### src/rtl/core/framebuffer_dirty_rectangle_tracker_macros.svh
// Assertion macros for the framebuffer dirty rectangle tracker.
// Used by the modules under rtl/core; expects clk and rst_n in scope.
`ifndef FRAMEBUFFER_DIRTY_RECTANGLE_TRACKER_MACROS_SVH
`define FRAMEBUFFER_DIRTY_RECTANGLE_TRACKER_MACROS_SVH

// same-cycle implication
`define FBDR_CHECK(lbl, ante, cons, msg) \
    lbl: assert property (@(posedge clk) disable iff (!rst_n) (ante) |-> (cons)) \
        else $error(msg);

// next-cycle implication
`define FBDR_CHECK_NEXT(lbl, ante, cons, msg) \
    lbl: assert property (@(posedge clk) disable iff (!rst_n) (ante) |=> (cons)) \
        else $error(msg);

`endif

### src/rtl/core/fbdr_pkg.sv
// Shared types and constants for the framebuffer dirty rectangle tracker.
// No dependencies; used by fbdr_div and the top level.
package fbdr_pkg;

    localparam int DIV_DW = 36;
    localparam int DIV_VW = 13;
    localparam int DIV_SW = 6;

    localparam logic [DIV_SW-1:0] STEPS_LONG  = 6'd36;
    localparam logic [DIV_SW-1:0] STEPS_SHORT = 6'd7;
    localparam int CNT8_W = 7;

    localparam int CFG_IW = 3;
    localparam int CFG_DW = 32;

    localparam logic [CFG_IW-1:0] REG_BASE   = 3'd0;
    localparam logic [CFG_IW-1:0] REG_END    = 3'd1;
    localparam logic [CFG_IW-1:0] REG_DEPTH  = 3'd2;
    localparam logic [CFG_IW-1:0] REG_LINE_W = 3'd3;
    localparam logic [CFG_IW-1:0] REG_SCR_W  = 3'd4;
    localparam logic [CFG_IW-1:0] REG_SCR_H  = 3'd5;

    localparam logic OP_WRITE = 1'b0;
    localparam logic OP_DRAIN = 1'b1;

    localparam logic [1:0] KIND_NONE  = 2'd0;
    localparam logic [1:0] KIND_BOX   = 2'd1;
    localparam logic [1:0] KIND_WHOLE = 2'd2;

    typedef struct packed {
        logic              start;
        logic [DIV_SW-1:0] steps;
    } div_ctrl_t;

    typedef struct packed {
        logic busy;
        logic done;
    } div_stat_t;

endpackage

### src/rtl/core/fbdr_div.sv
// Bit-serial restoring divider shared by all divisions of the tracker's offset arithmetic.
// Depends on fbdr_pkg and the assertion macro header.
`include "framebuffer_dirty_rectangle_tracker_macros.svh"

module fbdr_div
(
    input  logic                             clk,
    input  logic                             rst_n,
    input  fbdr_pkg::div_ctrl_t              ctrl,
    input  logic [fbdr_pkg::DIV_DW-1:0]      dividend,
    input  logic [fbdr_pkg::DIV_VW-1:0]      divisor,
    output fbdr_pkg::div_stat_t              stat,
    output logic [fbdr_pkg::DIV_DW-1:0]      quotient,
    output logic [fbdr_pkg::DIV_VW-1:0]      remainder
);

    logic [fbdr_pkg::DIV_DW-1:0] num_reg, num_next;
    logic [fbdr_pkg::DIV_VW-1:0] rem_reg, rem_next;
    logic [fbdr_pkg::DIV_VW-1:0] dvs_reg, dvs_next;
    logic [fbdr_pkg::DIV_SW-1:0] cnt_reg, cnt_next;
    logic                        busy_reg, busy_next;
    logic                        done_reg, done_next;

    logic [fbdr_pkg::DIV_VW:0]   shifted;
    logic [fbdr_pkg::DIV_VW:0]   diff;
    logic                        ge;

    always_comb
    begin
        shifted   = {rem_reg, num_reg[fbdr_pkg::DIV_DW-1]};
        diff      = shifted - {1'b0, dvs_reg};
        ge        = (shifted >= {1'b0, dvs_reg});
        num_next  = num_reg;
        rem_next  = rem_reg;
        dvs_next  = dvs_reg;
        cnt_next  = cnt_reg;
        busy_next = busy_reg;
        done_next = 1'b0;
        if (ctrl.start)
        begin
            num_next  = dividend;
            rem_next  = '0;
            dvs_next  = divisor;
            cnt_next  = ctrl.steps;
            busy_next = 1'b1;
        end
        else if (busy_reg)
        begin
            num_next = {num_reg[fbdr_pkg::DIV_DW-2:0], ge};
            rem_next = ge ? diff[fbdr_pkg::DIV_VW-1:0] : shifted[fbdr_pkg::DIV_VW-1:0];
            cnt_next = cnt_reg - 1'b1;
            if (cnt_reg == fbdr_pkg::DIV_SW'(1))
            begin
                busy_next = 1'b0;
                done_next = 1'b1;
            end
        end
    end

    always_ff @(posedge clk or negedge rst_n)
    begin
        if (!rst_n)
        begin
            busy_reg <= 1'b0;
            done_reg <= 1'b0;
            cnt_reg  <= '0;
        end
        else
        begin
            busy_reg <= busy_next;
            done_reg <= done_next;
            cnt_reg  <= cnt_next;
        end
    end

    always_ff @(posedge clk)
    begin
        num_reg <= num_next;
        rem_reg <= rem_next;
        dvs_reg <= dvs_next;
    end

    assign stat.busy = busy_reg;
    assign stat.done = done_reg;
    assign quotient  = num_reg;
    assign remainder = rem_reg;

    `FBDR_CHECK(a_done_after_busy, done_reg, $past(busy_reg), "divider done without run")
    `FBDR_CHECK(a_busy_count, busy_reg, cnt_reg != '0, "divider busy with zero count")
    `FBDR_CHECK(a_rem_below, done_reg && dvs_reg != '0, rem_reg < dvs_reg, "remainder too large")

endmodule

### src/rtl/core/framebuffer_dirty_rectangle_tracker.sv
// Top level of the framebuffer dirty rectangle tracker: config, sequencer, box.
// Depends on fbdr_pkg, fbdr_div and the assertion macro header.
//
//   channel  direction  handshake              word
//   in       sink       in_valid / in_stall    op, address, byte_count
//   out      source     out_valid / out_stall  region_kind, rect_x/y/width/height
//   cfg      sink       cfg_we                 cfg_index, cfg_data
//
// A write inside the region holds in_stall after it is accepted while it runs three 36-step
// and one 7-step division on the single shared bit-serial divider, one bit per cycle.
// A drain or a write outside the region does not use the divider.
// in_stall is high while a write is in the divider, and while a result waits stalled.
// Reset gives an empty box with the whole-screen flag set and default geometry.
`include "framebuffer_dirty_rectangle_tracker_macros.svh"

module framebuffer_dirty_rectangle_tracker
#(
    parameter int  MAX_DIMENSION = 4096,
    localparam int CW            = $clog2(MAX_DIMENSION)
)
(
    input  logic                              clk,
    input  logic                              rst_n,
    input  logic                              cfg_we,
    input  logic [fbdr_pkg::CFG_IW-1:0]       cfg_index,
    input  logic [fbdr_pkg::CFG_DW-1:0]       cfg_data,
    input  logic                              in_valid,
    output logic                              in_stall,
    input  logic                              op,
    input  logic [31:0]                       address,
    input  logic [3:0]                        byte_count,
    output logic                              out_valid,
    input  logic                              out_stall,
    output logic [1:0]                        region_kind,
    output logic [CW-1:0]                     rect_x,
    output logic [CW-1:0]                     rect_y,
    output logic [CW:0]                       rect_width,
    output logic [CW:0]                       rect_height
);

    localparam int DW = fbdr_pkg::DIV_DW;
    localparam int VW = fbdr_pkg::DIV_VW;
    localparam int SW = (CW > VW) ? CW : VW;
    localparam logic [CW-1:0] COORD_MAX = CW'(MAX_DIMENSION - 1);

    typedef enum logic [2:0] {
        S_IDLE,
        S_O1,
        S_K,
        S_Y1,
        S_Y2
    } state_t;

    state_t state_reg, state_next;

    logic [31:0]    base_reg, base_next;
    logic [31:0]    end_reg, end_next;
    logic [5:0]     depth_reg, depth_next;
    logic [VW-1:0]  linew_reg, linew_next;
    logic [VW-1:0]  scrw_reg, scrw_next;
    logic [VW-1:0]  scrh_reg, scrh_next;

    logic           empty_reg, empty_next;
    logic           whole_reg, whole_next;
    logic [CW-1:0]  left_reg, left_next;
    logic [CW-1:0]  top_reg, top_next;
    logic [CW-1:0]  right_reg, right_next;
    logic [CW-1:0]  bottom_reg, bottom_next;

    logic [3:0]     cnt_reg, cnt_next;
    logic [DW-1:0]  o1_reg, o1_next;
    logic [DW-1:0]  o2_reg, o2_next;
    logic [CW-1:0]  x1_reg, x1_next;
    logic [CW-1:0]  y1_reg, y1_next;

    logic                        start_reg, start_next;
    logic [DW-1:0]               dvd_reg, dvd_next;
    logic [VW-1:0]               dvs_reg, dvs_next;
    logic [fbdr_pkg::DIV_SW-1:0] steps_reg, steps_next;

    logic           ovalid_reg, ovalid_next;
    logic [1:0]     kind_reg, kind_next;
    logic [CW-1:0]  ox_reg, ox_next;
    logic [CW-1:0]  oy_reg, oy_next;
    logic [CW:0]    ow_reg, ow_next;
    logic [CW:0]    oh_reg, oh_next;

    fbdr_pkg::div_ctrl_t div_ctrl;
    fbdr_pkg::div_stat_t div_stat;
    logic [DW-1:0]       div_q;
    logic [VW-1:0]       div_r;

    logic [5:0]     depth_eff;
    logic [VW-1:0]  linew_eff;
    logic [VW-1:0]  hm1;
    logic [31:0]    diff;
    logic           accept;
    logic           out_take;
    logic [CW-1:0]  x2, y2, l, r, t, b;

    function automatic logic [CW-1:0] sat_coord(input logic [VW-1:0] v);
        logic [SW-1:0] wide;
        begin
            wide = SW'(v);
            if (wide > SW'(COORD_MAX))
                sat_coord = COORD_MAX;
            else
                sat_coord = CW'(wide);
        end
    endfunction

    function automatic logic [CW-1:0] clamp_y(input logic [DW-1:0] q,
                                              input logic [VW-1:0] lim);
        logic [VW-1:0] yy;
        begin
            yy = (q > DW'(lim)) ? lim : q[VW-1:0];
            clamp_y = sat_coord(yy);
        end
    endfunction

    fbdr_div u_div
    (
        .clk       (clk),
        .rst_n     (rst_n),
        .ctrl      (div_ctrl),
        .dividend  (dvd_reg),
        .divisor   (dvs_reg),
        .stat      (div_stat),
        .quotient  (div_q),
        .remainder (div_r)
    );

    assign div_ctrl.start = start_reg;
    assign div_ctrl.steps = steps_reg;

    assign depth_eff = (depth_reg == '0) ? 6'd1 : depth_reg;
    assign linew_eff = (linew_reg == '0) ? VW'(1) : linew_reg;
    assign hm1       = (scrh_reg == '0) ? '0 : scrh_reg - VW'(1);
    assign diff      = address - base_reg;

    assign out_take  = ovalid_reg && !out_stall;
    assign in_stall  = (state_reg != S_IDLE) || (ovalid_reg && out_stall);
    assign accept    = in_valid && !in_stall;

    assign x2 = sat_coord(div_r);
    assign y2 = clamp_y(div_q, hm1);

    always_comb
    begin
        l = (x1_reg < x2) ? x1_reg : x2;
        r = (x1_reg < x2) ? x2 : x1_reg;
        t = (y1_reg < y2) ? y1_reg : y2;
        b = (y1_reg < y2) ? y2 : y1_reg;
        if (!empty_reg)
        begin
            if (left_reg < l)
                l = left_reg;
            if (top_reg < t)
                t = top_reg;
            if (right_reg > r)
                r = right_reg;
            if (bottom_reg > b)
                b = bottom_reg;
        end
    end

    always_comb
    begin
        state_next  = state_reg;
        base_next   = base_reg;
        end_next    = end_reg;
        depth_next  = depth_reg;
        linew_next  = linew_reg;
        scrw_next   = scrw_reg;
        scrh_next   = scrh_reg;
        empty_next  = empty_reg;
        whole_next  = whole_reg;
        left_next   = left_reg;
        top_next    = top_reg;
        right_next  = right_reg;
        bottom_next = bottom_reg;
        cnt_next    = cnt_reg;
        o1_next     = o1_reg;
        o2_next     = o2_reg;
        x1_next     = x1_reg;
        y1_next     = y1_reg;
        start_next  = 1'b0;
        dvd_next    = dvd_reg;
        dvs_next    = dvs_reg;
        steps_next  = steps_reg;
        ovalid_next = out_take ? 1'b0 : ovalid_reg;
        kind_next   = kind_reg;
        ox_next     = ox_reg;
        oy_next     = oy_reg;
        ow_next     = ow_reg;
        oh_next     = oh_reg;

        if (cfg_we)
        begin
            unique case (cfg_index)
                fbdr_pkg::REG_BASE:   base_next  = cfg_data;
                fbdr_pkg::REG_END:    end_next   = cfg_data;
                fbdr_pkg::REG_DEPTH:  depth_next = cfg_data[5:0];
                fbdr_pkg::REG_LINE_W: linew_next = cfg_data[VW-1:0];
                fbdr_pkg::REG_SCR_W:  scrw_next  = cfg_data[VW-1:0];
                fbdr_pkg::REG_SCR_H:  scrh_next  = cfg_data[VW-1:0];
                default: ;
            endcase
        end

        unique case (state_reg)
            S_IDLE:
            begin
                if (accept && op == fbdr_pkg::OP_DRAIN)
                begin
                    ovalid_next = 1'b1;
                    if (whole_reg)
                    begin
                        kind_next = fbdr_pkg::KIND_WHOLE;
                        ox_next   = '0;
                        oy_next   = '0;
                        ow_next   = (CW+1)'(scrw_reg);
                        oh_next   = (CW+1)'(scrh_reg);
                    end
                    else if (empty_reg)
                    begin
                        kind_next = fbdr_pkg::KIND_NONE;
                        ox_next   = '0;
                        oy_next   = '0;
                        ow_next   = '0;
                        oh_next   = '0;
                    end
                    else
                    begin
                        kind_next   = fbdr_pkg::KIND_BOX;
                        ox_next     = left_reg;
                        oy_next     = top_reg;
                        ow_next     = {1'b0, right_reg} - {1'b0, left_reg} + 1'b1;
                        oh_next     = {1'b0, bottom_reg} - {1'b0, top_reg} + 1'b1;
                        empty_next  = 1'b1;
                        left_next   = '0;
                        top_next    = '0;
                        right_next  = '0;
                        bottom_next = '0;
                    end
                end
                else if (accept && address >= base_reg && address <= end_reg)
                begin
                    cnt_next   = byte_count;
                    start_next = 1'b1;
                    dvd_next   = DW'({diff, 3'b000});
                    dvs_next   = VW'(depth_eff);
                    steps_next = fbdr_pkg::STEPS_LONG;
                    state_next = S_O1;
                end
            end
            S_O1:
            begin
                if (div_stat.done)
                begin
                    o1_next    = div_q;
                    start_next = 1'b1;
                    dvd_next   = {cnt_reg, 3'b000, (DW - fbdr_pkg::CNT8_W)'(0)};
                    steps_next = fbdr_pkg::STEPS_SHORT;
                    state_next = S_K;
                end
            end
            S_K:
            begin
                if (div_stat.done)
                begin
                    o2_next    = o1_reg + DW'(div_q[fbdr_pkg::CNT8_W-1:0]);
                    start_next = 1'b1;
                    dvd_next   = o1_reg;
                    dvs_next   = linew_eff;
                    steps_next = fbdr_pkg::STEPS_LONG;
                    state_next = S_Y1;
                end
            end
            S_Y1:
            begin
                if (div_stat.done)
                begin
                    x1_next    = x2;
                    y1_next    = y2;
                    start_next = 1'b1;
                    dvd_next   = o2_reg;
                    state_next = S_Y2;
                end
            end
            S_Y2:
            begin
                if (div_stat.done)
                begin
                    left_next   = l;
                    right_next  = r;
                    top_next    = t;
                    bottom_next = b;
                    empty_next  = 1'b0;
                    whole_next  = 1'b0;
                    state_next  = S_IDLE;
                end
            end
            default: state_next = S_IDLE;
        endcase
    end

    always_ff @(posedge clk or negedge rst_n)
    begin
        if (!rst_n)
        begin
            state_reg  <= S_IDLE;
            base_reg   <= '0;
            end_reg    <= '0;
            depth_reg  <= 6'd16;
            linew_reg  <= VW'(640);
            scrw_reg   <= VW'(640);
            scrh_reg   <= VW'(480);
            empty_reg  <= 1'b1;
            whole_reg  <= 1'b1;
            left_reg   <= '0;
            top_reg    <= '0;
            right_reg  <= '0;
            bottom_reg <= '0;
            start_reg  <= 1'b0;
            ovalid_reg <= 1'b0;
        end
        else
        begin
            state_reg  <= state_next;
            base_reg   <= base_next;
            end_reg    <= end_next;
            depth_reg  <= depth_next;
            linew_reg  <= linew_next;
            scrw_reg   <= scrw_next;
            scrh_reg   <= scrh_next;
            empty_reg  <= empty_next;
            whole_reg  <= whole_next;
            left_reg   <= left_next;
            top_reg    <= top_next;
            right_reg  <= right_next;
            bottom_reg <= bottom_next;
            start_reg  <= start_next;
            ovalid_reg <= ovalid_next;
        end
    end

    always_ff @(posedge clk)
    begin
        cnt_reg   <= cnt_next;
        o1_reg    <= o1_next;
        o2_reg    <= o2_next;
        x1_reg    <= x1_next;
        y1_reg    <= y1_next;
        dvd_reg   <= dvd_next;
        dvs_reg   <= dvs_next;
        steps_reg <= steps_next;
        kind_reg  <= kind_next;
        ox_reg    <= ox_next;
        oy_reg    <= oy_next;
        ow_reg    <= ow_next;
        oh_reg    <= oh_next;
    end

    assign out_valid   = ovalid_reg;
    assign region_kind = kind_reg;
    assign rect_x      = ox_reg;
    assign rect_y      = oy_reg;
    assign rect_width  = ow_reg;
    assign rect_height = oh_reg;

    `FBDR_CHECK(a_out_from_drain, $rose(ovalid_reg),
        $past(in_valid && !in_stall && op == fbdr_pkg::OP_DRAIN), "result without drain")
    `FBDR_CHECK(a_box_ordered, !empty_reg,
        left_reg <= right_reg && top_reg <= bottom_reg, "dirty box inverted")
    `FBDR_CHECK(a_empty_zero, empty_reg,
        left_reg == '0 && top_reg == '0 && right_reg == '0 && bottom_reg == '0,
        "empty box not cleared")
    `FBDR_CHECK(a_div_idle_start, start_reg, !div_stat.busy, "divider restarted while busy")

endmodule

### config.mk
export PLATFORM = sky130hd
export DESIGN_NAME = framebuffer_dirty_rectangle_tracker
export DESIGN_NICKNAME = d
export VERILOG_FILES = /design/src/rtl/core/fbdr_pkg.sv /design/src/rtl/core/fbdr_div.sv /design/src/rtl/core/framebuffer_dirty_rectangle_tracker.sv
export VERILOG_INCLUDE_DIRS = /design/src /design/src/rtl/core
export SDC_FILE = /design/constraint.sdc
export NUM_CORES = 1
export LEC_CHECK = 0
export BUFFER_PORTS_ARGS = -buffer_cell sky130_fd_sc_hd__buf_4
export CORE_MARGIN = 1
export CORE_UTILIZATION = 60
export DETAILED_ROUTE_END_ITERATION = 8
export GPL_TIMING_DRIVEN = 0
export PLACE_DENSITY_LB_ADDON = 0.15
export RECOVER_POWER = 25
export SLEW_MARGIN = 20
export SYNTH_ARGS = -nofsm -noshare
export SYNTH_HDL_FRONTEND = slang
export SYNTH_SLANG_ARGS = --single-unit
### constraint.sdc
create_clock -name clk -period 19.25 [get_ports clk]
set_input_delay 3.85 -clock clk [delete_from_list [all_inputs] [get_ports clk]]
set_output_delay 3.85 -clock clk [all_outputs]
set_load 0.05 [all_outputs]
After elaboration in Yosys (flattened, before gate mapping)
Cells that the tools add are included.
Widths: inputs -> output; s select.

storage, ports and cells
  register bits = 441
  bits of input ports = 77
  output and inout bits = 54
  logic and storage cells = 200

operators by class
  add/sub/neg operators = 9
  order comparisons = 12
  equality and inequality tests = 23
  muxes and demuxes = 78
  bitwise operators = 1
  reduce and logical (&&, ||, !) cells = 43

operator list
  cell                   count
  $mux 12                21
  $mux 36                7
  $pmux 36 s4            1
  $mux 13                11
  $pmux 12 s2            4
  $lt 12x12->1           4
  $mux 6                 7
  $add 36x7->36          1
  $gt 36x13->1           1
  $reduce_and 6->1       6
  $ge 32x32->1           1
  $le 32x32->1           1
  $sub 32x32->32         1
  $add 13x1->13 const B  2
  $gt 13x12->1 const B   2
  $logic_not 13->1       2
  $pmux 13 s2            1
  $sub 12x12->13         2
  $gt 12x12->1           2
  $reduce_and 2->1       11
  $mux 3                 6
  $pmux 6 s3             1
  $mux 1                 16
  $pmux 3 s5             1
  26 further kinds       54

Logic depth before layout (Yosys ltp)
Gate-level depths: netlist (run 1).

  depth in word-level cells = 13
  depth in mapped cells = 42

Cells and area by module
Synthesis (run 1) repeated with hierarchy kept, for this count alone.

second synthesis, totals
  cell total of the unflattened synthesis = 2,242
  area, all modules = 24,551.0 um^2

by module, submodules not included
  module                               instances  cells each  area each (um^2)  seq. area each (um^2)
  framebuffer_dirty_rectangle_tracker  1          1,935       20,957.6          10,213.5
  fbdr_div                             1          307         3,593.4           1,931.9

Worst setup path before layout (run 1)
Ideal clock, no wire load.

  path type = in2out
  from = input out_stall
  to = output in_stall
  data arrival time = 4.723 ns
  data required time = 15.400 ns
  slack = 10.677 ns
  stages = 2
  path buffers = 0
  cells stage by stage = a2111oi_0 inv_1

between the ends
  word-level cells in the longest chain between the ends = 2

RTL lines
  what               line                                        source
  from (decl)        framebuffer_dirty_rectangle_tracker.sv:33   input logic out_stall,
  $logic_and 1x1->1  framebuffer_dirty_rectangle_tracker.sv:142  assign in_stall = (state_reg != S_IDLE) || (ovalid_reg && out_stall);
  $logic_or 1x1->1   framebuffer_dirty_rectangle_tracker.sv:142
  to (decl)          framebuffer_dirty_rectangle_tracker.sv:28   output logic in_stall,

No other way between the ends.

Final worst setup path (run 1)
  from = register scrh_reg[0]
  to = register bottom_reg[5]

between the ends
  word-level cells in the longest chain between the ends = 12
  elaborated cells between the ends (all ways) = 16
  those cells by class = add/sub: 1; order compare: 4; eq/ne: 1; mux: 8; reduce/logical: 2

RTL lines
  what                                                                  line                                        source
  from (decl)                                                           framebuffer_dirty_rectangle_tracker.sv:61   logic [VW-1:0] scrh_reg, scrh_next;
  from (signal assigned)                                                framebuffer_dirty_rectangle_tracker.sv:336  scrh_reg <= scrh_next;
  $sub 13x1->13 / $logic_not 13->1 (equally long branches)              framebuffer_dirty_rectangle_tracker.sv:138  assign hm1 = (scrh_reg == '0) ? '0 : scrh_reg - VW'(1);
  $mux 13 (*)                                                           framebuffer_dirty_rectangle_tracker.sv:138
  $gt 36x13->1                                                          framebuffer_dirty_rectangle_tracker.sv:116  yy = (q > DW'(lim)) ? lim : q[VW-1:0];
  $mux 13 (*)                                                           framebuffer_dirty_rectangle_tracker.sv:116
  $gt 13x12->1                                                          framebuffer_dirty_rectangle_tracker.sv:105  if (wide > SW'(COORD_MAX))
  $mux 12 (*)                                                           framebuffer_dirty_rectangle_tracker.sv:105
  net y2[3]                                                             framebuffer_dirty_rectangle_tracker.sv:99   logic [CW-1:0] x2, y2, l, r, t, b;
  $lt 12x12->1                                                          framebuffer_dirty_rectangle_tracker.sv:153  b = (y1_reg < y2) ? y2 : y1_reg;
  $mux 12 (*)                                                           framebuffer_dirty_rectangle_tracker.sv:153
  parallel branches: the longest is 4 deep, another holds $gt 12x12->1  n/a
  to (signal assigned)                                                  framebuffer_dirty_rectangle_tracker.sv:342  bottom_reg <= bottom_next;
  to (decl)                                                             framebuffer_dirty_rectangle_tracker.sv:68   logic [CW-1:0] bottom_reg, bottom_next;

Mark *: on every way through the listed nets, which the timed path passes. The select of a mux whose other input is x is not followed.
A chain may end at the register's enable or synchronous reset.

==> summary.txt, run 1 <==
Global routing
  • First-pass GRT wire length: 99300 µm
  • Vias in the first global route: 18100
  • Total track usage: 30.9%
  • Gr ovfl total: 0
  • Initial antenna violation count: 2
  • Largest net degree at the start of global routing: 96

Power
  • Sequential share of power: 39.2%
  • Sw Pwr: 1220 µW
  • Pint: 2180 µW
  • Combinational power share: 34.8%
  • Clock network power share: 26.0%
  • Switching Fraction: 35.9%
  • Pwr Density: 123 nW/µm²
  • Leak: 0.0119 µW
  • Max rail drop VDD: 0.0000739 V

Outcome
  • Failing checks: max-capacitance violations, max-slew violations
  • Status: finished with violations

Routing
  • DRC: 0
  • DRT iter0 DRCs: 1829
  • Routed WL per cell: 21.2 µm
  • WL final: 63300 µm
  • Vias per cell: 6.14
  • DRT antenna net count: 0
  • DR pass1 iterations: 6
  • Via count: 18300

Die
  • Core area: 39900 µm²
  • FP Rows: 73
  • Ports: 131
  • Chip width: 204 µm
  • Die area: 41500 µm²
  • Die height: 204 µm
  • Initial core utilization: 61.1%

Critical path
  • Max stage delay on crit path: 0.64 ns
  • Worst path most repeated cell: ha_1
  • Slowest cell on crit path: a211oi_1
  • CP Class: reg -> reg
  • Crit path max fanout: 10
  • Worst EP arrival: 10.29 ns
  • CP Launch Type: register
  • Critical path required time: 19.71 ns
  • Worst Setup End Kind: register

Cells and area
  • Layout area overhead: 13.5%
  • Post-route cell area: 27700 µm²
  • Filler cell count: 2911
  • Proportion of layout cells with a drive suffix above 1: 14.9%
  • Diode count: 0
  • Nets: 2721
  • Finished Core Util: 69.4%

Synthesis
  • Yosys cell types: 75
  • Flops & latches, synth: 437
  • Asr flop ratio synth: 39.4%
  • Synth Cell Area: 24400 µm²
  • Largest area contributor in the netlist: edfxtp_1
  • Sequential share of the synthesized area: 49.8%
  • Cells after Synth: 2241
  • Most frequent cell after synthesis: edfxtp_1
  • Share of the synthesized area in the top cell type: 31.0%
  • Synthesized Nets: 2535
  • Commonest cells in the netlist: edfxtp_1 (252), ha_1 (212), inv_1 (182), o21ai_0 (172), nand2_1 (169)
  • Mean Syn Cell Area: 10.9 µm²
  • Ranking of synthesized cells by area: edfxtp_1 (31%), dfrtp_1 (17%), ha_1 (11%), mux2_2 (5.6%), o21ai_0 (3.5%)
  • Syn. warnings: 0
  • Dominant synthesized flop cell: edfxtp_1
  • Post-synth EDFFs: 252

Clock tree
  • Post-CTS Hold Fix Bufs: 0
  • CTS Buffer Depth: 3
  • CTS root buf: clkbuf_16
  • CTS tree: done
  • Setup bufs post-CTS: 0
  • Clock Latency Late Sink: 0.58 ns
  • Clk sinks: 437
  • TritonCTS Buffers: 46
  • Post_cts resized: 0
  • Clock Pin Slew Worst Setup and Hold Paths: 0.06 ns
  • H-tree depth: 2

Timing
  • Final setup violation count: 0
  • Min cycle time layout: 9.83 ns
  • Worst setup margin: 9.42 ns
  • Final hold vios: 0
  • Fin crit share: 51.1%
  • Final setup TNS: 0 ns
  • Max-slew violations: 29
  • Fmax: 0.102 GHz
  • RSZ-0062 raised after global routing: no
  • Worst relative slew slack: -20.5%
  • Setup Skew: 0.0156 ns
  • Worst-Margin Slew: 1.81 ns

Hold path
  • Min-Delay Path Class: reg -> reg

Place
  • Final GP Congestion: 0.916
  • Dpl cell area: 26200 µm²
  • I/O Buffers: 130
  • Dpl ws: 9.72 ns
  • Hpwl dp: 47000 µm

Run
  • Number of max-cap violations: 1
==> final cells by class <==
type / instances / area [µm²] / share of cell area (%)
tap: 525 / 657 / 2.37
buffer: 83 / 343 / 1.24
multi-input combinational: 1537 / 11200 / 40.6
clock inverter: 21 / 189 / 0.682
inverter: 184 / 696 / 2.51
clock buffer: 64 / 1290 / 4.66
timing repair buffer: 138 / 1130 / 4.08
sequential: 437 / 12100 / 43.8
==> cell usage in the layout, fill, tap and decap left out, types with 44 or more instances in the layout <==
cell / n
edfxtp_1: 252
ha_1: 212
inv_1: 182
o21ai_0: 172
nand2_1: 169
dfrtp_1: 161
nor2_1: 150
buf_4: 131
mux2_2: 121
a21oi_1: 104
clkbuf_1: 85
xnor2_1: 70
a21o_1: 51
nor3_1: 51
clkbuf_16: 47
mux2i_1: 44
==> logic make-up (layout without fill, tap and decap cells) <==
family,count (synthesis),after routing,share of synthesized area (%)
simple gates,552,552,10.7
flops,437,437,49.8
mux,167,167,7.48
fa+ha+maj,218,218,11.3
xor+xnor,96,96,3.45
compound gates,504,504,13.1
buf+inv,267,490,4.24
==> metrics by stage <==
stage / instances / hold WS [ns] / power [µW]
after floorplan: 2241 / 0.400 / 2130
after global placement: 2896 / 0.406 / 2450
after detailed placement: 2904 / 0.405 / 2510
after global routing: 2989 / 0.429 / 3580
final: 2989 / 0.419 / 3400
after CTS: 2989 / 0.419 / 3400
==> routing by layer <==
| layer | share of wire [%] | GRT usage [%] |
|---|---|---|
| met3 | 7.6 | 4.92 |
| met5 | 0 | 0 |
| met2 | 47 | 49.8 |
| met4 | 3.1 | 11.0 |
| met1 | 43 | 42.5 |
==> worst max-delay path: cells and delay by family (launching register included) <==
| family | cells | cell delay, ns |
|---|---|---|
| flip-flops | 1 | 0.45 |
| buffers and inverters | 7 | 1.80 |
| AND/OR/NAND/NOR | 13 | 2.47 |
| adder cells (fa/ha/maj) | 5 | 1.07 |
| multiplexers | 2 | 0.73 |
| AO/OA/AOI/OAI | 12 | 3.18 |
==> worst paths after layout <==
check	cells after the start	endpoint	slack (ns)	start
hold reg to reg	0	u_div.dvs_reg[2]	0.42	dvs_reg[2]
max in group asynchronous	2	top_reg[6]	15.04	rst_n
setup / recovery	39	bottom_reg[5]	9.42	scrh_reg[0]
setup reg to reg	39	bottom_reg[5]	9.42	scrh_reg[0]
min in group asynchronous	1	u_div.cnt_reg[2]	3.24	rst_n
hold / removal	0	u_div.dvs_reg[2]	0.42	dvs_reg[2]
==> power by group through the flow <==
stage	clock (µW)	combinational (µW)	sequential, µW
finish	883	1180	1330
global route	930	1300	1350
CTS	895	1170	1330
detailed placement	0	1170	1340
global placement	0	1100	1340
floorplan	0	795	1340
Note: power is estimated with default switching activity, not from simulation.
==> run 2: changes to the inputs <==
- CORE_UTILIZATION: 60 -> 56
- clock period: 19.25 -> 8.65 ns (I/O delays scaled with it)
==> run 2 against run 1 <==
  * The run still ends with max-capacitance violations, max-slew violations left
  * Power up 130%
  * Cell count is 2.3% higher
  * Register-to-register slack got worse by 8.9 ns
  * Worst setup slack worse by 8.9 ns
  * Global-route usage is 2.3 points lower
  * Critical path type unchanged
  * Largest cell class unchanged
  * Largest power group unchanged
==> summary.txt, run 2 (synthesized netlist as in run 1, its figures left out) <==
Outcome
  • Status: finished with violations
  • Failing checks: max-capacitance violations, max-slew violations

Timing
  • Setup Skew: 0.0233 ns
  • Final hold vios: 0
  • RSZ-0062 raised after global routing: no
  • Max-slew violations: 175
  • Min cycle time layout: 8.16 ns
  • Fmax: 0.123 GHz
  • Worst relative slew slack: -200%
  • Fin crit share: 94.3%
  • Final setup violation count: 0
  • Worst-Margin Slew: 4.49 ns

Power
  • Pwr Density: 276 nW/µm²
  • Pint: 5030 µW
  • Clock network power share: 27.6%
  • Sw Pwr: 2740 µW
  • Sequential share of power: 38.1%
  • Leak: 0.0120 µW
  • Max rail drop VDD: 0.000181 V
  • Switching Fraction: 35.3%
  • Combinational power share: 34.3%

Clock tree
  • Clock Pin Slew Worst Setup and Hold Paths: 0.06 ns
  • Clk sinks: 437
  • Clock Latency Late Sink: 0.59 ns
  • H-tree depth: 2
  • CTS root buf: clkbuf_16
  • Post-CTS Hold Fix Bufs: 0
  • CTS tree: done
  • CTS Buffer Depth: 3
  • TritonCTS Buffers: 48

Place
  • Dpl cell area: 26300 µm²
  • Final GP Congestion: 0.911
  • Hpwl dp: 46900 µm
  • I/O Buffers: 130

Critical path
  • Slowest cell on crit path: dfrtp_2
  • Worst path top cell family by delay: compound AO/OA/AOI/OAI gates
  • CP Class: reg -> reg
  • Worst path most repeated cell: ha_1
  • Critical path buffer and inverter count: 6
  • Max stage delay on crit path: 0.45 ns
  • Critical path required time: 9.11 ns
  • CP Launch Type: register
  • Worst EP arrival: 8.62 ns
  • Worst Setup End Kind: register
  • Crit path max fanout: 10

Cells and area
  • Commonest non-fill, non-tap cells in the layout: edfxtp_1 (252), ha_1 (212), inv_1 (181)
  • Post-route cell area: 28100 µm²
  • Proportion of layout cells with a drive suffix above 1: 16.4%
  • Nets: 2725
  • Layout area overhead: 15.2%
  • Finished Core Util: 65.4%
  • Commonest non-fill, non-tap cell in the layout: edfxtp_1

Global routing
  • Initial antenna violation count: 3
  • Total track usage: 28.7%
  • First-pass GRT wire length: 98200 µm
  • Vias in the first global route: 18000
  • Largest net degree at the start of global routing: 96
  • Gr ovfl total: 0

Routing
  • DRC: 0
  • DRT antenna net count: 0
  • DRT iter0 DRCs: 1794
  • DR pass1 iterations: 8
  • Routed WL per cell: 20.7 µm
  • Via count: 18200
  • Vias per cell: 5.95
  • WL final: 63400 µm

Die
  • Core area: 43000 µm²
  • FP Rows: 76
  • Initial core utilization: 56.8%
  • Chip width: 211 µm
  • Die area: 44400 µm²
  • Ports: 131
  • Die height: 211 µm

Run
  • Number of max-cap violations: 2

Hold path
  • Min-Delay Path Class: reg -> reg
run 2: changes by cell type in the layout (fill, tap and decap cells not counted), moves of 3 or more:
cell	previous run	this run
a31oi_1	10	5
clkbuf_4	1	5
nor3_2	2	5
clkbuf_1	85	79
diode_2	0	3
bufinv_16	3	7
a31oi_2	0	3
and2_0	9	1
and2_1	4	11
nor3_1	51	48
run 2: area by class of cell:
type	instances	area [µm²]
clock inverter	25	302
buffer	82	344
timing repair buffer	140	1130
fill	3384	14900
sequential	437	12100
inverter	184	696
antenna	3	7.51
multi-input combinational	1538	11400
clock buffer	63	1330
tap	585	732
run 2: power by group through the flow:
stage               clock network (µW)  registers, µW  logic, µW
global placement                     0           2990       2460
finish                            2140           2960       2660
floorplan                            0           2980       1770
CTS                               2160           2960       2620
global route                      2240           3000       2930
detailed placement                   0           2990       2580
run 2: stage by stage:
step	setup TNS (ns)	hold WS [ns]	instances	setup WS, ns	total power, µW
after global routing	0	0.423	3055	0.0106	8160
after CTS	0	0.422	3051	0.0415	7740
final	0	0.422	3057	0.489	7770
after global placement	-12.56	0.405	2956	-0.663	5460
after detailed placement	-16.33	0.407	2964	-0.931	5570
after floorplan	0	0.400	2241	0.638	4750
run 2: routing by layer:
layer  track usage [%]  share of wire (%)  vias up
li1                  -                  -     8515
met1              38.5                 43     8931
met2              45.9                 47      616
met3              6.33                7.3      119
met4              10.2                2.9        0
met5                 0                  0        -
run 2: timing repair:
item                       CTS  global route
pin swaps                    0             3
setup endpoints to repair   24            24
gates resized for setup     17            19
setup buffers                0             2
gates cloned                 0             1
run 2: worst paths after layout:
kind	slack, ns	endpoint	startpoint	depth (start not counted)
hold / removal	0.42	u_div.dvs_reg[8]	dvs_reg[8]	0
hold reg to reg	0.42	u_div.dvs_reg[8]	dvs_reg[8]	0
max in group asynchronous	1.63	scrh_reg[0]	rst_n	2
setup reg to reg	0.49	bottom_reg[7]	scrh_reg[0]	36
min in group asynchronous	2.75	u_div.cnt_reg[4]	rst_n	1
setup / recovery	0.49	bottom_reg[7]	scrh_reg[0]	36
==> run 3: changes to the inputs <==
- CORE_UTILIZATION: 56 -> 50
==> run 3 against run 2 <==
  * The flow still finishes with violations (max-capacitance violations, max-slew violations)
  * Final area hardly changed
  * Worst setup slack worse by 0.19 ns
  * Register-to-register slack worse by 0.19 ns
  * Global-route usage is 2.7 points lower
  * Non-clock buffer count is 2 higher
  * First-iteration DRC count is 20% lower
  * Via count is 1.0% lower
  * Flip-flop and latch count stayed put
  * Largest cell class unchanged
==> summary.txt, run 3 (synthesized netlist as in run 1, its figures left out) <==
Clock tree
  • Clock Latency Late Sink: 0.60 ns
  • TritonCTS Buffers: 49
  • Clock Pin Slew Worst Setup and Hold Paths: 0.06 ns
  • CTS tree: done
  • Clk sinks: 437
  • CTS root buf: clkbuf_16
  • CTS Buffer Depth: 3
  • H-tree depth: 2

Timing
  • Final hold vios: 0
  • Final setup TNS: 0 ns
  • Final setup violation count: 0
  • Worst-Margin Slew: 4.24 ns
  • Max-slew violations: 177
  • Fin crit share: 96.5%
  • Min cycle time layout: 8.35 ns
  • Setup Skew: 0.0306 ns
  • Fmax: 0.120 GHz
  • Worst relative slew slack: -183%

Cells and area
  • Diode count: 0
  • Final non-filler cell total: 3089
  • Filler cell count: 4008
  • Commonest non-fill, non-tap cell in the layout: edfxtp_1
  • Proportion of layout cells with a drive suffix above 1: 16.0%
  • Commonest non-fill, non-tap cells in the layout: edfxtp_1 (252), ha_1 (212), inv_1 (181)
  • Nets: 2728
  • Register area: 12100 µm²
  • Layout area overhead: 15.3%
  • Multi-input logic area: 11400 µm²

Global routing
  • Total track usage: 26.0%
  • Largest net degree at the start of global routing: 75
  • Gr ovfl total: 0
  • Vias in the first global route: 17800
  • First-pass GRT wire length: 99800 µm
  • Initial antenna violation count: 3

Routing
  • DRT antenna net count: 0
  • DRT iter0 DRCs: 1435
  • Routed WL per cell: 20.8 µm
  • WL final: 64300 µm
  • Vias per cell: 5.83
  • DRC: 0
  • Via count: 18000
  • DR pass1 iterations: 5

Hold path
  • HP Start: dvs_reg[8]
  • Min-Delay Path Class: reg -> reg

Power
  • Max rail drop VDD: 0.000153 V
  • Pint: 4960 µW
  • Combinational power share: 34.7%
  • Design Power: 7710 µW
  • Switching Fraction: 35.6%
  • Leak: 0.0120 µW
  • Sw Pwr: 2740 µW
  • Pwr Density: 274 nW/µm²
  • Sequential share of power: 38.4%
  • Clock network power share: 26.9%

Run
  • Number of max-cap violations: 3

Critical path
  • Max stage delay on crit path: 0.58 ns
  • CP Launch Type: register
  • Crit path max fanout: 10
  • R2R Path Start: scrh_reg[0]
  • CP startpoint: scrh_reg[0]
  • Critical path required time: 9.11 ns
  • CP Class: reg -> reg
  • Reg-to-reg slack, setup: 0.30 ns
  • Worst Setup End Kind: register
  • Slowest cell on crit path: or4_1
  • Worst EP arrival: 8.81 ns

Place
  • Final GP Congestion: 0.895
  • Placed Cells: 2996
  • I/O Buffers: 130
  • Hpwl dp: 48400 µm

Die
  • Initial core utilization: 50.9%
  • Die height: 223 µm
  • Die area: 49700 µm²
  • Core area: 47900 µm²
  • FP Rows: 80
  • Ports: 131
  • Chip width: 223 µm

Outcome
  • Failing checks: max-capacitance violations, max-slew violations
  • Status: finished with violations
## run 3: cell count changes in the layout (fill, tap and decap cells not counted), sizes merged
cell,previous run,this run
bufinv,7,3
buf,146,148
clkinvlp,2,0
clkbuf,139,152
clkinv,16,11
inv,184,185
diode,3,0
## run 3: path summary, 6_finish.rpt
kind,endpoint,depth (start not counted)
setup / recovery,bottom_reg[2],36
hold / removal,u_div.dvs_reg[8],0
setup reg to reg,bottom_reg[2],36
hold reg to reg,u_div.dvs_reg[8],0
max in group asynchronous,top_reg[7],2
min in group asynchronous,linew_reg[0],1
## run 3: final cells by class
cell class	instances	area share [%]
clock inverters	15	0.596
well taps	615	2.74
flip-flops and latches	437	43.2
multi-input cells	1538	40.7
clock buffers	76	5.05
plain buffers	82	1.24
inverters	184	2.47
repair buffers	142	4.02
## run 3: metrics by stage
stage	util (%)	hold slack, ns	instance area [µm²]	worst slack, ns
5_1_grt	58.6	0.417	28100	-0.0518
4_1_cts	58.5	0.413	28000	0.0457
3_3_place_gp	54.5	0.403	26100	-0.759
2_1_floorplan	-	0.400	24400	0.638
3_5_place_dp	55.0	0.405	26400	-0.898
6_report	58.6	0.409	28100	0.299
## run 3: timing repair
| action | CTS | global route |
|---|---|---|
| buffers inserted | 0 | 2 |
| resized for setup | 15 | 23 |
| pin swaps | 0 | 5 |
| hold buffers | 0 | 0 |
| endpoints found under the setup margin | 24 | 24 |
| gates cloned | 0 | 1 |
## run 3: power by group through the flow
stage               Combinational [µW]  Clock [µW]  Sequential [µW]
floorplan                         1770           0             2980
global placement                  2480           0             2990
detailed placement                2600           0             2990
CTS                               2630        2100             2950
global route                      2950        2170             3000
finish                            2680        2070             2960
## run 3: worst max-delay path: cells and delay by family (launching register included)
kind | cells | cell delay, ns
AO/OA/AOI/OAI | 14 | 2.91
AND/OR/NAND/NOR | 11 | 2.43
adder cells (fa/ha/maj) | 4 | 1.12
buffers and inverters | 4 | 0.64
multiplexers | 2 | 0.56
flip-flops | 1 | 0.45
XOR/XNOR | 1 | 0.08
## run 3: routing by layer
metal | vias to the layer above | global-route usage [%] | share of wire [%]
met5 | - | 0 | 0
li1 | 8510 | - | -
met3 | 103 | 3.61 | 5.3
met1 | 8845 | 36.3 | 45
met4 | 0 | 8.30 | 2.6
met2 | 541 | 41.7 | 47
